[src/rtl/cif_pkg.sv]
// types, constants and helpers of the conv3x3 image filter
`default_nettype none

package cif_pkg;

   localparam int KSIZE       = 3;
   localparam int MAX_WIDTH   = 256;
   localparam int MAX_HEIGHT  = 1024;
   localparam int COEF_BITS   = 16;
   localparam int KROW_W      = 48;
   localparam int LW_W        = 9;
   localparam int FH_W        = 11;
   localparam int PIX_W       = 8;
   localparam int RAW_W       = 28;
   localparam int CLIP_W      = 2;
   localparam int CSR_IDX_W   = 3;
   localparam int CSR_DATA_W  = 48;
   localparam int QUEUE_DEPTH = 2;

   localparam int COL_W     = $clog2(MAX_WIDTH);
   localparam int ROW_W     = $clog2(MAX_HEIGHT);
   localparam int COL_CMP_W = (COL_W + 1 > LW_W) ? COL_W + 1 : LW_W;
   localparam int ROW_CMP_W = (ROW_W + 1 > FH_W) ? ROW_W + 1 : FH_W;
   localparam int PROD_W    = PIX_W + 1 + COEF_BITS;
   localparam int SUM_W     = PROD_W + 4;

   localparam logic [LW_W-1:0] LINE_WIDTH_RESET   = LW_W'(202);
   localparam logic [FH_W-1:0] FRAME_HEIGHT_RESET = FH_W'(202);

   // sums at or below this truncate to a negative pixel
   localparam logic signed [SUM_W-1:0] SUM_LOW_CLIP  = SUM_W'(-256);
   // sums at or above this truncate past 255
   localparam logic signed [SUM_W-1:0] SUM_HIGH_CLIP = SUM_W'(256 * 256);

   localparam logic [CLIP_W-1:0] CLIP_NONE = 2'd0;
   localparam logic [CLIP_W-1:0] CLIP_LOW  = 2'd1;
   localparam logic [CLIP_W-1:0] CLIP_HIGH = 2'd2;

   localparam logic [CSR_IDX_W-1:0] REG_KERNEL_ROW_0 = 3'd0;
   localparam logic [CSR_IDX_W-1:0] REG_KERNEL_ROW_1 = 3'd1;
   localparam logic [CSR_IDX_W-1:0] REG_KERNEL_ROW_2 = 3'd2;
   localparam logic [CSR_IDX_W-1:0] REG_LINE_WIDTH   = 3'd3;
   localparam logic [CSR_IDX_W-1:0] REG_FRAME_HEIGHT = 3'd4;

   typedef logic [KSIZE-1:0][KROW_W-1:0] kernel_type;

   // tap[j][i]: window column j (oldest first), row i (top first)
   typedef struct packed {
      logic                                  last;
      logic [KSIZE-1:0][KSIZE-1:0][PIX_W-1:0] tap;
   } win_item_type;

   // signed coefficient of column col out of one kernel row register
   function automatic logic signed [COEF_BITS-1:0] coef_at(
      input logic [KROW_W-1:0] row,
      input int unsigned       col
   );
      logic [KSIZE*COEF_BITS+KROW_W-1:0] ext;
      ext = {{(KSIZE*COEF_BITS){1'b0}}, row};
      return ext[col*COEF_BITS +: COEF_BITS];
   endfunction

endpackage

`default_nettype wire

[src/rtl/cif_queue.sv]
// short queue of complete windows between front and back end
`default_nettype none

module cif_queue (
   input  logic                  clock,
   input  logic                  reset,
   input  logic                  push_valid,
   output logic                  push_ready,
   input  cif_pkg::win_item_type push_item,
   output logic                  pop_valid,
   input  logic                  pop,
   output cif_pkg::win_item_type pop_item
);

   import cif_pkg::*;

   localparam int PTR_W = (QUEUE_DEPTH > 1) ? $clog2(QUEUE_DEPTH) : 1;
   localparam int CNT_W = $clog2(QUEUE_DEPTH + 1);

   win_item_type     entry_ff [QUEUE_DEPTH];
   logic [PTR_W-1:0] wr_ptr_ff, wr_ptr_in, rd_ptr_ff, rd_ptr_in;
   logic [CNT_W-1:0] count_ff, count_in;
   logic             do_push, do_pop;

   assign pop_valid  = count_ff != '0;
   assign push_ready = (count_ff != CNT_W'(QUEUE_DEPTH)) || pop;
   assign do_push    = push_valid && push_ready;
   assign do_pop     = pop && pop_valid;
   assign pop_item   = entry_ff[rd_ptr_ff];

   always_comb begin
      wr_ptr_in = wr_ptr_ff;
      rd_ptr_in = rd_ptr_ff;
      count_in  = count_ff;
      if (do_push) begin
         wr_ptr_in = (wr_ptr_ff == PTR_W'(QUEUE_DEPTH - 1)) ? '0 : wr_ptr_ff + PTR_W'(1);
      end
      if (do_pop) begin
         rd_ptr_in = (rd_ptr_ff == PTR_W'(QUEUE_DEPTH - 1)) ? '0 : rd_ptr_ff + PTR_W'(1);
      end
      if (do_push && !do_pop) begin
         count_in = count_ff + CNT_W'(1);
      end else if (do_pop && !do_push) begin
         count_in = count_ff - CNT_W'(1);
      end
   end

   always_ff @(posedge clock) begin
      if (reset) begin
         wr_ptr_ff <= '0;
         rd_ptr_ff <= '0;
         count_ff  <= '0;
      end else begin
         wr_ptr_ff <= wr_ptr_in;
         rd_ptr_ff <= rd_ptr_in;
         count_ff  <= count_in;
      end
   end

   always_ff @(posedge clock) begin
      if (do_push) begin
         entry_ff[wr_ptr_ff] <= push_item;
      end
   end

endmodule

`default_nettype wire

[config.mk]
export PLATFORM = sky130hd
export DESIGN_NAME = cif_queue
export DESIGN_NICKNAME = d
export VERILOG_FILES = /design/src/rtl/cif_pkg.sv /design/src/rtl/cif_queue.sv
export SDC_FILE = /design/constraint.sdc
export NUM_CORES = 1
export LEC_CHECK = 0
export BUFFER_PORTS_ARGS = -buffer_cell sky130_fd_sc_hd__buf_2
export CAP_MARGIN = 20
export CORE_ASPECT_RATIO = 0.5
export CORE_UTILIZATION = 50
export CTS_BUF_LIST = sky130_fd_sc_hd__clkbuf_4
export CTS_CLUSTER_SIZE = 28
export DETAILED_ROUTE_END_ITERATION = 10
export PLACE_DENSITY = 0.77
export RECOVER_POWER = 100
export SLEW_MARGIN = 25
export SYNTH_ARGS = -nofsm -noshare
export SYNTH_HDL_FRONTEND = slang
export SYNTH_SLANG_ARGS = --single-unit
[constraint.sdc]
create_clock -name clock -period 2.5 [get_ports clock]
set_input_delay 0.5 -clock clock [delete_from_list [all_inputs] [get_ports clock]]
set_output_delay 0.5 -clock clock [all_outputs]
set_load 0.005 [all_outputs]
==> impl_metrics.yaml <==
hold_path:
  hold_start: "push_item[66]"
  hold_depth: 1
  min_to: "entry_ff[0][66]$_DFFE_PP_"
  hp-class: "in -> reg"
setup_path:
  r2r_end: "entry_ff[0][60]$_DFFE_PP_"
  path_max_fanout: 46
  path_class: "reg -> out"
  end_kind: "output port"
  rrSetupSlack_ns: 0.26
  reg2reg_depth: 4
  crit_family: "buffers and inverters"
  crit_path_top_delay_cell: "mux2_2"
  r2r_start: "count_ff[0]$_SDFFE_PP0P_"
  crit_chain: "buf_6 -> mux2_2 -> clkbuf_1"
  cp-start-kind: "register"
  max_stage_delay_ns: 0.39
  arrival_ns: 1.79
  required_ns: 2.00
  critPathBufInv: 2
synthesis:
  synth.avg_cell_area_um2: 21.8
  ys_types: 18
  ys_seq_area_frac: 0.817
  synth-seq-cells: 151
  ys_warn_count: 0
  netlist_area_um2: 5490
  syn_inst: 252
  syn-num-nets: 330
timing:
  min_period_ns: 2.29
  whs_ns: 0.152
  slew_viol_final: 0
  rsz0062_at_grt: "no"
  slew_headroom: 0.325
  hold_viol_final: 0
  setup_viol: 0
  tns_ns: 0
  clock_skew_ns: 0.0106
  finalCritPeriodShare: 0.916
  tightest_slew_ns: 1.01
  max_freq_mhz: 436
cts:
  clockBufferDepth: 2
  clk_latency_ns: 0.52
  cts_resized: 0
  cts_hold_repair.buffers: 0
  clock-sinks: 151
  post_cts_buffers: 0
  htreeDepth: 4
  numCtsBuffers: 17
  clk_pin_slew_worst_paths_ns: 0.13
  cts_tree: "built"
  root_buffer: "clkbuf_4"
place:
  placed_cell_area_um2: 6450
  io_buffers: 151
  hpwl_um: 6070
  gp_congestion: 0.719
grt:
  track_usage: 0.177
  first_global_vias: 2877
  antenna_found_initial: 1
  grt_start_max_net_pins: 74
  grt_first_pass_wirelength_um: 14700
  gr-total-overflow: 0
detailed_routing:
  drt-total-wl_um: 9490
  drc: 0
  ant_nets: 0
  wire_per_inst_um: 16.6
  drt_first_pass_iters: 4
  drt_iter0_drc: 156
  vias: 2796
  vias_per_cell: 4.89
cells_and_area:
  fin_area_um2: 6680
  drive_above_1_share: 0.438
  final_util: 0.640
  area.growth.synth_to_final_pct: 21.7
  n_antenna_cell: 0
  fin_nets: 497
  fillers: 796
power_and_ir_drop:
  leakage_nw: 2.32
  power_w: 0.00611
  vdd_drop_max_mv: 0.500
  p_per_area_nw_per_um2: 915
floorplanning:
  rows: 26
  initial_core_util: 0.526
  die-area_um2: 11400
  io_pins: 152
  fp.dieW_um: 150
  die_h_um: 76.1
  core_area_um2: 10400
outcome:
  status: "complete, no violations"
job:
  cap_viol_max_count: 0
[sequential cells by signal, summed over array words and instances (netlist names), named ones only]
name,flops
count_ff,2
wr_ptr_ff,1
entry_ff,146
rd_ptr_ff,1
[cells in the final DEF, fill, tap and decap left out, types with 2 or more instances in the layout]
cell and instances:
dfxtp_1 4, xor2_1 3, nor2_1 4, mux2_2 73, edfxtp_1 146, buf_1 2
buf_2 76, clkinvlp_4 3, bufinv_16 4, o21ai_0 2, inv_6 2, clkinv_1 2
clkbuf_1 73, clkbuf_4 19, buf_12 2, clkinv_4 4
[cells in the mapped netlist]
cell type | instances | area (um2)
mux2_2 | 73 | 822
ha_1 | 1 | 12.5
nor2b_4 | 1 | 13.8
edfxtp_1 | 146 | 4380
nand2b_1 | 1 | 6.26
nand3_1 | 1 | 5.00
or2_2 | 1 | 6.26
a21oi_1 | 1 | 5.00
and3_2 | 1 | 7.51
o21ai_0 | 2 | 10.0
dfxtp_1 | 5 | 100
or3_1 | 1 | 6.26
buf_2 | 8 | 40.0
o21ai_2 | 1 | 8.76
nor2_1 | 4 | 15.0
and2_4 | 1 | 8.76
xor2_1 | 3 | 26.3
or3b_4 | 1 | 11.3
[final cells by class]
type / count / area (um2) / share of cell area
flip-flops and latches: 151 / 4490 / 0.672
multi-input cells: 93 / 958 / 0.143
repair buffers: 156 / 728 / 0.109
clock inverters: 15 / 203 / 0.0303
well taps: 140 / 175 / 0.0262
clock buffers: 17 / 128 / 0.0191
[cell families after synthesis]
group / count (synthesis) / share of synthesized area
buffers and inverters: 8 / 0.00729
AOI/OAI and AO/OA: 4 / 0.00433
adders and majority gates: 1 / 0.00228
and+or+nand+nor: 12 / 0.0146
DFF: 151 / 0.817
muxes: 73 / 0.150
xor gates and xnor gates: 3 / 0.00479
[layer usage]
layer | up-vias | global-route usage | wire length (um) | part of all wire
li1 | 1342 | - | - | -
met1 | 1384 | 0.187 | 3630 | 0.38
met5 | - | 0 | 0 | 0
met2 | 63 | 0.321 | 5310 | 0.56
met4 | 0 | 0.0677 | 61 | 0.0064
met3 | 7 | 0.0617 | 483 | 0.051
[metrics by stage]
step	setup WS [ns]	std cells
after global placement	0.466	539
after global routing	0.0844	572
final	0.209	572
after detailed placement	0.451	539
after CTS	0.186	571
after floorplan	0.186	252
[worst max path at each step]
stage / from / end / cells after the start
after CTS: register / pop_item[70] / 3
final: register / pop_item[27] / 3
after floorplan: pop / entry_ff[0][0]$_DFFE_PP_ / 3
after global routing: register / pop_item[31] / 3
after detailed placement: pop / count_ff[1]$_SDFFE_PP0P_ / 6
after global placement: pop / entry_ff[1][42]$_DFFE_PP_ / 3
[power breakdown]
| group | switching (W) | leakage (nW) | internal [W] |
|---|---|---|---|
| clock | 0.000874 | 0.164 | 0.000798 |
| combinational | 0.000643 | 0.746 | 0.000651 |
| sequential | 0.0000697 | 1.41 | 0.00308 |
(Power assumes the default switching activity.)
