## src/rtl/cif_pkg.sv

```systemverilog
// types, constants and helpers of the conv3x3 image filter
`default_nettype none

package cif_pkg;

   localparam int KSIZE       = 3;
   localparam int MAX_WIDTH   = 256;
   localparam int MAX_HEIGHT  = 1024;
   localparam int COEF_BITS   = 16;
   localparam int KROW_W      = 48;
   localparam int LW_W        = 9;
   localparam int FH_W        = 11;
   localparam int PIX_W       = 8;
   localparam int RAW_W       = 28;
   localparam int CLIP_W      = 2;
   localparam int CSR_IDX_W   = 3;
   localparam int CSR_DATA_W  = 48;
   localparam int QUEUE_DEPTH = 2;

   localparam int COL_W     = $clog2(MAX_WIDTH);
   localparam int ROW_W     = $clog2(MAX_HEIGHT);
   localparam int COL_CMP_W = (COL_W + 1 > LW_W) ? COL_W + 1 : LW_W;
   localparam int ROW_CMP_W = (ROW_W + 1 > FH_W) ? ROW_W + 1 : FH_W;
   localparam int PROD_W    = PIX_W + 1 + COEF_BITS;
   localparam int SUM_W     = PROD_W + 4;

   localparam logic [LW_W-1:0] LINE_WIDTH_RESET   = LW_W'(202);
   localparam logic [FH_W-1:0] FRAME_HEIGHT_RESET = FH_W'(202);

   // sums at or below this truncate to a negative pixel
   localparam logic signed [SUM_W-1:0] SUM_LOW_CLIP  = SUM_W'(-256);
   // sums at or above this truncate past 255
   localparam logic signed [SUM_W-1:0] SUM_HIGH_CLIP = SUM_W'(256 * 256);

   localparam logic [CLIP_W-1:0] CLIP_NONE = 2'd0;
   localparam logic [CLIP_W-1:0] CLIP_LOW  = 2'd1;
   localparam logic [CLIP_W-1:0] CLIP_HIGH = 2'd2;

   localparam logic [CSR_IDX_W-1:0] REG_KERNEL_ROW_0 = 3'd0;
   localparam logic [CSR_IDX_W-1:0] REG_KERNEL_ROW_1 = 3'd1;
   localparam logic [CSR_IDX_W-1:0] REG_KERNEL_ROW_2 = 3'd2;
   localparam logic [CSR_IDX_W-1:0] REG_LINE_WIDTH   = 3'd3;
   localparam logic [CSR_IDX_W-1:0] REG_FRAME_HEIGHT = 3'd4;

   typedef logic [KSIZE-1:0][KROW_W-1:0] kernel_type;

   // tap[j][i]: window column j (oldest first), row i (top first)
   typedef struct packed {
      logic                                  last;
      logic [KSIZE-1:0][KSIZE-1:0][PIX_W-1:0] tap;
   } win_item_type;

   // signed coefficient of column col out of one kernel row register
   function automatic logic signed [COEF_BITS-1:0] coef_at(
      input logic [KROW_W-1:0] row,
      input int unsigned       col
   );
      logic [KSIZE*COEF_BITS+KROW_W-1:0] ext;
      ext = {{(KSIZE*COEF_BITS){1'b0}}, row};
      return ext[col*COEF_BITS +: COEF_BITS];
   endfunction

endpackage

`default_nettype wire

```

## src/rtl/cif_back.sv

```systemverilog
// back end: multiply, add tree, truncate and saturate, result register
`default_nettype none

module cif_back (
   input  logic                            clock,
   input  logic                            reset,
   input  logic                            q_valid,
   output logic                            q_pop,
   input  cif_pkg::win_item_type           q_item,
   input  cif_pkg::kernel_type             kernel,
   output logic                            rsp_valid,
   input  logic                            rsp_stall,
   output logic [cif_pkg::PIX_W-1:0]       rsp_pixel_out,
   output logic signed [cif_pkg::RAW_W-1:0] rsp_raw_sum,
   output logic [cif_pkg::CLIP_W-1:0]      rsp_clip_status,
   output logic                            rsp_last_of_frame
);

   import cif_pkg::*;

   logic adv;

   logic                     p_valid_ff, p_last_ff;
   logic signed [PROD_W-1:0] prod_ff [KSIZE][KSIZE];
   logic signed [PROD_W-1:0] prod_in [KSIZE][KSIZE];

   logic                     r_valid_ff, r_last_ff;
   logic signed [SUM_W-1:0]  rsum_ff [KSIZE];
   logic signed [SUM_W-1:0]  rsum_in [KSIZE];

   logic                     s_valid_ff, s_last_ff;
   logic signed [SUM_W-1:0]  sum_ff, sum_in;

   logic                     out_valid_ff, out_last_ff;
   logic [PIX_W-1:0]         out_pix_ff, out_pix_in;
   logic signed [RAW_W-1:0]  out_raw_ff;
   logic [CLIP_W-1:0]        out_clip_ff, out_clip_in;

   // whole pipeline moves together unless the result is held
   assign adv   = !out_valid_ff || !rsp_stall;
   assign q_pop = adv;

   always_comb begin
      for (int i = 0; i < KSIZE; i++) begin
         for (int j = 0; j < KSIZE; j++) begin
            prod_in[j][i] = PROD_W'($signed({1'b0, q_item.tap[j][i]}))
                          * PROD_W'(coef_at(kernel[i], j));
         end
      end
   end

   always_comb begin
      for (int i = 0; i < KSIZE; i++) begin
         rsum_in[i] = '0;
         for (int j = 0; j < KSIZE; j++) begin
            rsum_in[i] = rsum_in[i] + SUM_W'(prod_ff[j][i]);
         end
      end
      sum_in = '0;
      for (int i = 0; i < KSIZE; i++) begin
         sum_in = sum_in + rsum_ff[i];
      end
   end

   // divide by 256 toward zero, then clamp to a pixel
   always_comb begin
      if (sum_ff <= SUM_LOW_CLIP) begin
         out_pix_in  = '0;
         out_clip_in = CLIP_LOW;
      end else if (sum_ff >= SUM_HIGH_CLIP) begin
         out_pix_in  = '1;
         out_clip_in = CLIP_HIGH;
      end else if (sum_ff[SUM_W-1]) begin
         out_pix_in  = '0;
         out_clip_in = CLIP_NONE;
      end else begin
         out_pix_in  = sum_ff[PIX_W+7:8];
         out_clip_in = CLIP_NONE;
      end
   end

   always_ff @(posedge clock) begin
      if (reset) begin
         p_valid_ff   <= 1'b0;
         r_valid_ff   <= 1'b0;
         s_valid_ff   <= 1'b0;
         out_valid_ff <= 1'b0;
      end else if (adv) begin
         p_valid_ff   <= q_valid;
         r_valid_ff   <= p_valid_ff;
         s_valid_ff   <= r_valid_ff;
         out_valid_ff <= s_valid_ff;
      end
   end

   always_ff @(posedge clock) begin
      if (adv) begin
         p_last_ff   <= q_item.last;
         prod_ff     <= prod_in;
         r_last_ff   <= p_last_ff;
         rsum_ff     <= rsum_in;
         s_last_ff   <= r_last_ff;
         sum_ff      <= sum_in;
         out_last_ff <= s_last_ff;
         out_pix_ff  <= out_pix_in;
         out_raw_ff  <= RAW_W'(sum_ff);
         out_clip_ff <= out_clip_in;
      end
   end

   assign rsp_valid         = out_valid_ff;
   assign rsp_pixel_out     = out_pix_ff;
   assign rsp_raw_sum       = out_raw_ff;
   assign rsp_clip_status   = out_clip_ff;
   assign rsp_last_of_frame = out_last_ff;

endmodule

`default_nettype wire

```

## config.mk

```make
export PLATFORM = sky130hd
export DESIGN_NAME = cif_back
export DESIGN_NICKNAME = d
export VERILOG_FILES = /design/src/rtl/cif_pkg.sv /design/src/rtl/cif_back.sv
export SDC_FILE = /design/constraint.sdc
export NUM_CORES = 2
export LEC_CHECK = 0
export ABC_AREA = 1
export BUFFER_PORTS_ARGS = -buffer_cell sky130_fd_sc_hd__buf_4
export CORE_MARGIN = 2
export CORE_UTILIZATION = 60
export CTS_BUF_LIST = sky130_fd_sc_hd__clkbuf_4
export CTS_CLUSTER_SIZE = 10
export DETAILED_ROUTE_END_ITERATION = 16
export GPL_ROUTABILITY_DRIVEN = 0
export PLACE_DENSITY = 0.81
export SYNTH_ARGS = -nofsm -noshare
export SYNTH_HDL_FRONTEND = slang
export SYNTH_SLANG_ARGS = --single-unit
```

## constraint.sdc

```tcl
create_clock -name clock -period 9.1 [get_ports clock]
set_input_delay 0.455 -clock clock [delete_from_list [all_inputs] [get_ports clock]]
set_output_delay 0.455 -clock clock [all_outputs]
set_load 0.01 [all_outputs]
```

==> summary.txt <==
Run status
  • Outcome: completed

Detailed routing
  • Number of iterations in the first detailed-routing pass: 6
  • Count of vias placed by the detailed router: 54700
  • Via/cell ratio: 5.17
  • Post-detailed-routing wire length: ~160000 um
  • Average wire length per cell after detail routing: 14.7 um
  • Count of antenna-violating nets left after detailed routing: 0
  • DRT iter0 DRCs: 4354
  • DR DRC count: 0

Floorplan
  • I/O pin total: between 200 and 300
  • # rows: between 100 and 150
  • Die Area: roughly 110000 um2
  • Starting density of the core: 0.607
  • Overall die height: between 300 and 400 um
  • Die extent in x: 339 um
  • Core Box Area: around 110000 um2

CTS
  • Clock Tree Root: clkbuf_4
  • CTS max path bufs: 3
  • Skew-Pair Late Insertion Delay: roughly 0.86 ns
  • Num Clock Sinks: 381
  • CTS buffer count: 98
  • Clock tree from TritonCTS: yes
  • Clock transition at path regs: ~0.070 ns
  • CTS-repair resized insts: 0
  • H-tree depth reported by CTS: 3
  • Count of buffers added by post-CTS timing repair for setup: 0

Global route
  • Pin count of the biggest net entering global routing: approximately 140
  • Total routing resource utilization after global routing: 0.278
  • Initial antenna violation count: 10
  • Total congestion overflow after global routing: 0
  • Via count of the first global-routing pass: around 56000
  • Global-route wire length before repair: about 260000 um

Logic synthesis
  • Synthesized netlist cell count: 8903
  • Yosys warning total: 0
  • Primary flip-flop cell chosen by synthesis mapping: edfxtp_1
  • Area fraction of the dominant cell type after synthesis: 0.304
  • Most numerous cell in the Yosys netlist: nand2_1
  • Number of synthesized flops with an enable pin: between 300 and 400
  • Number of synthesized register bits: 381
  • Post-synthesis net count: 10700
  • Dominant cells by area after synthesis: fa_1 (30%), edfxtp_1 (17%), nand2_1 (15%)
  • Library cell occupying the most area in the post-synthesis netlist: fa_1
  • Sequential-to-total area share from yosys stat: 0.169
  • Share of synthesized flip-flops with an asynchronous set or reset: 0
  • Distinct cell type count after synthesis: 37
  • Mean instance size in the synthesized netlist: 7.56 um2
  • Top cells by count, synth: nand2_1 (2661), inv_1 (2590), fa_1 (1024)
  • Netlist Area Pre-Place: roughly 67000 um2

Worst setup path
  • Sequence of cells on the critical path: dlygate4sd3_1, buf_4, nand2_1, inv_1, fa_1, ha_1, ha_1, inv_1, fa_1, inv_1, ha_1, fa_1, nand2_1, nand3_1, o21ai_1, o21bai_1, nand2_1, nand2_1, nand2_1, nand2_1
  • Largest stage delay on the critical path: 0.57 ns
  • Most common cell type on the critical path: nand2_1
  • Critical Path Start Type: input pin
  • CP max FO: 8
  • Data required time at the worst endpoint: 9.70 ns
  • Crit path max-delay cell type: fa_1
  • Arrival time of data at the critical path endpoint: 4.58 ns
  • Crit Path Category: input pin to register
  • Crit path capture type: register

Timing
  • Final setup skew: roughly 0.034 ns
  • Final hold violation count: 0
  • Final worst path period share: 0.438
  • Setup TNS: 0 ns
  • Transition time at the pin with the least slew margin: about 0.92 ns
  • Final Slew Violations: 0
  • Setup repair after global routing missed its margin: no
  • Final Worst Setup Slack: approximately 5.1 ns
  • Post-route minimum period: 3.98 ns
  • Normalized max-slew margin: 0.385
  • Final Setup Violations: 0
  • Max Fclk: 251 MHz

Hold path
  • Min-delay worst type: input pin to register

Place
  • Port-buffer cells: between 200 and 300
  • Worst slack after detailed placement: about 4.4 ns
  • Sum of net half-perimeters after detailed placement: between 100000 and 150000 um

Cells and area
  • Synthesis-to-layout area growth: 6.24%
  • Final standard cell utilization of the core: 0.645
  • Layout cell share with drive strength beyond 1: 0.0535
  • Final-stage net count: between 10000 and 15000

Run
  • MaxCap Viol Count: 0
[layout by cell type, fill, tap and decap left out, types with 132 or more instances in the layout]
| master | count |
|---|---|
| nor2_1 | 322 |
| nand3_1 | 270 |
| ha_1 | 552 |
| nand2_1 | 2660 |
| buf_4 | 263 |
| a21oi_1 | 259 |
| edfxtp_1 | 377 |
| inv_1 | 2590 |
| clkbuf_4 | 132 |
| fa_1 | 1024 |
[critical path: cells and delay by family]
family                     cells  cell delay (ns)
and+or+nand+nor                7             0.59
AOI/OAI and AO/OA              2             0.42
buffers and inverters          5             0.85
adders and majority gates      6             2.26
[layout make-up]
type | count | area, um2
Timing Repair Buffer | 280 | 2150
Multi-Input combinational cell | 5609 | 45000
Sequential cell | 381 | 11400
Fill cell | 9241 | 39400
Inverter | 2623 | 9850
Clock inverter | 42 | 295
Antenna cell | 10 | 25.0
Tap cell | 1488 | 1860
Clock buffer | 132 | 991
[timing repair]
item / 4_1_cts / 5_1_grt
hold buffers: 16 / 0
endpoints found under the setup margin: 0 / 0
hold endpoints to repair: 14 / 0
[flip-flops by register name, summed over array words and instances (netlist names), 2 cells and up]
name and cells:
sum_ff 29, rsp_raw_sum 28, prod_ff 225, rsp_pixel_out 8
rsum_ff 81, rsp_clip_status 2
[metrics by stage]
| step | cells | area (um2) | hold WS, ns |
|---|---|---|---|
| after global routing | 10600 | 71500 | 0.0397 |
| final | 10600 | 71500 | 0.0961 |
| after detailed placement | 10400 | 70100 | 0.407 |
| after global placement | 10400 | 70100 | 0.405 |
| after floorplan | 8903 | 67300 | 0.400 |
| after CTS | 10600 | 71500 | 0.00211 |
[logic make-up (layout without fill, tap and decap cells)]
group | Yosys count | in the layout | synth area share
flops | 381 | 381 | 0.169
buf+inv | 2913 | 3077 | 0.163
simple gates | 3491 | 3491 | 0.209
other cells | 0 | 10 | 0
fa+ha+maj | 1576 | 1576 | 0.407
compound gates | 372 | 372 | 0.0295
xor+xnor | 170 | 170 | 0.0221
[routing by layer]
metal | vias up | part of all wire | track usage
met1 | 26100 | 0.41 | 0.365
met4 | 2 | 0.029 | 0.0870
met2 | 2047 | 0.49 | 0.478
li1 | 26100 | - | -
met5 | - | 0.000090 | 0
met3 | 367 | 0.072 | 0.0368
[final timing paths]
| check | startpoint | to | slack, ns | cells past startpoint |
|---|---|---|---|---|
| setup / recovery | kernel[97] | prod_ff[170] | 5.12 | 20 |
| hold / removal | kernel[0] | prod_ff[200] | 0.1 | 3 |
| setup reg to reg | rsum_ff[59] | sum_ff[17] | 6.03 | 11 |
| hold reg to reg | r_last_ff | s_last_ff | 0.42 | 0 |
Power is left out: the tool's default activity adds up to more than one toggle a clock period on the data nets, which glitch-free logic cannot reach.
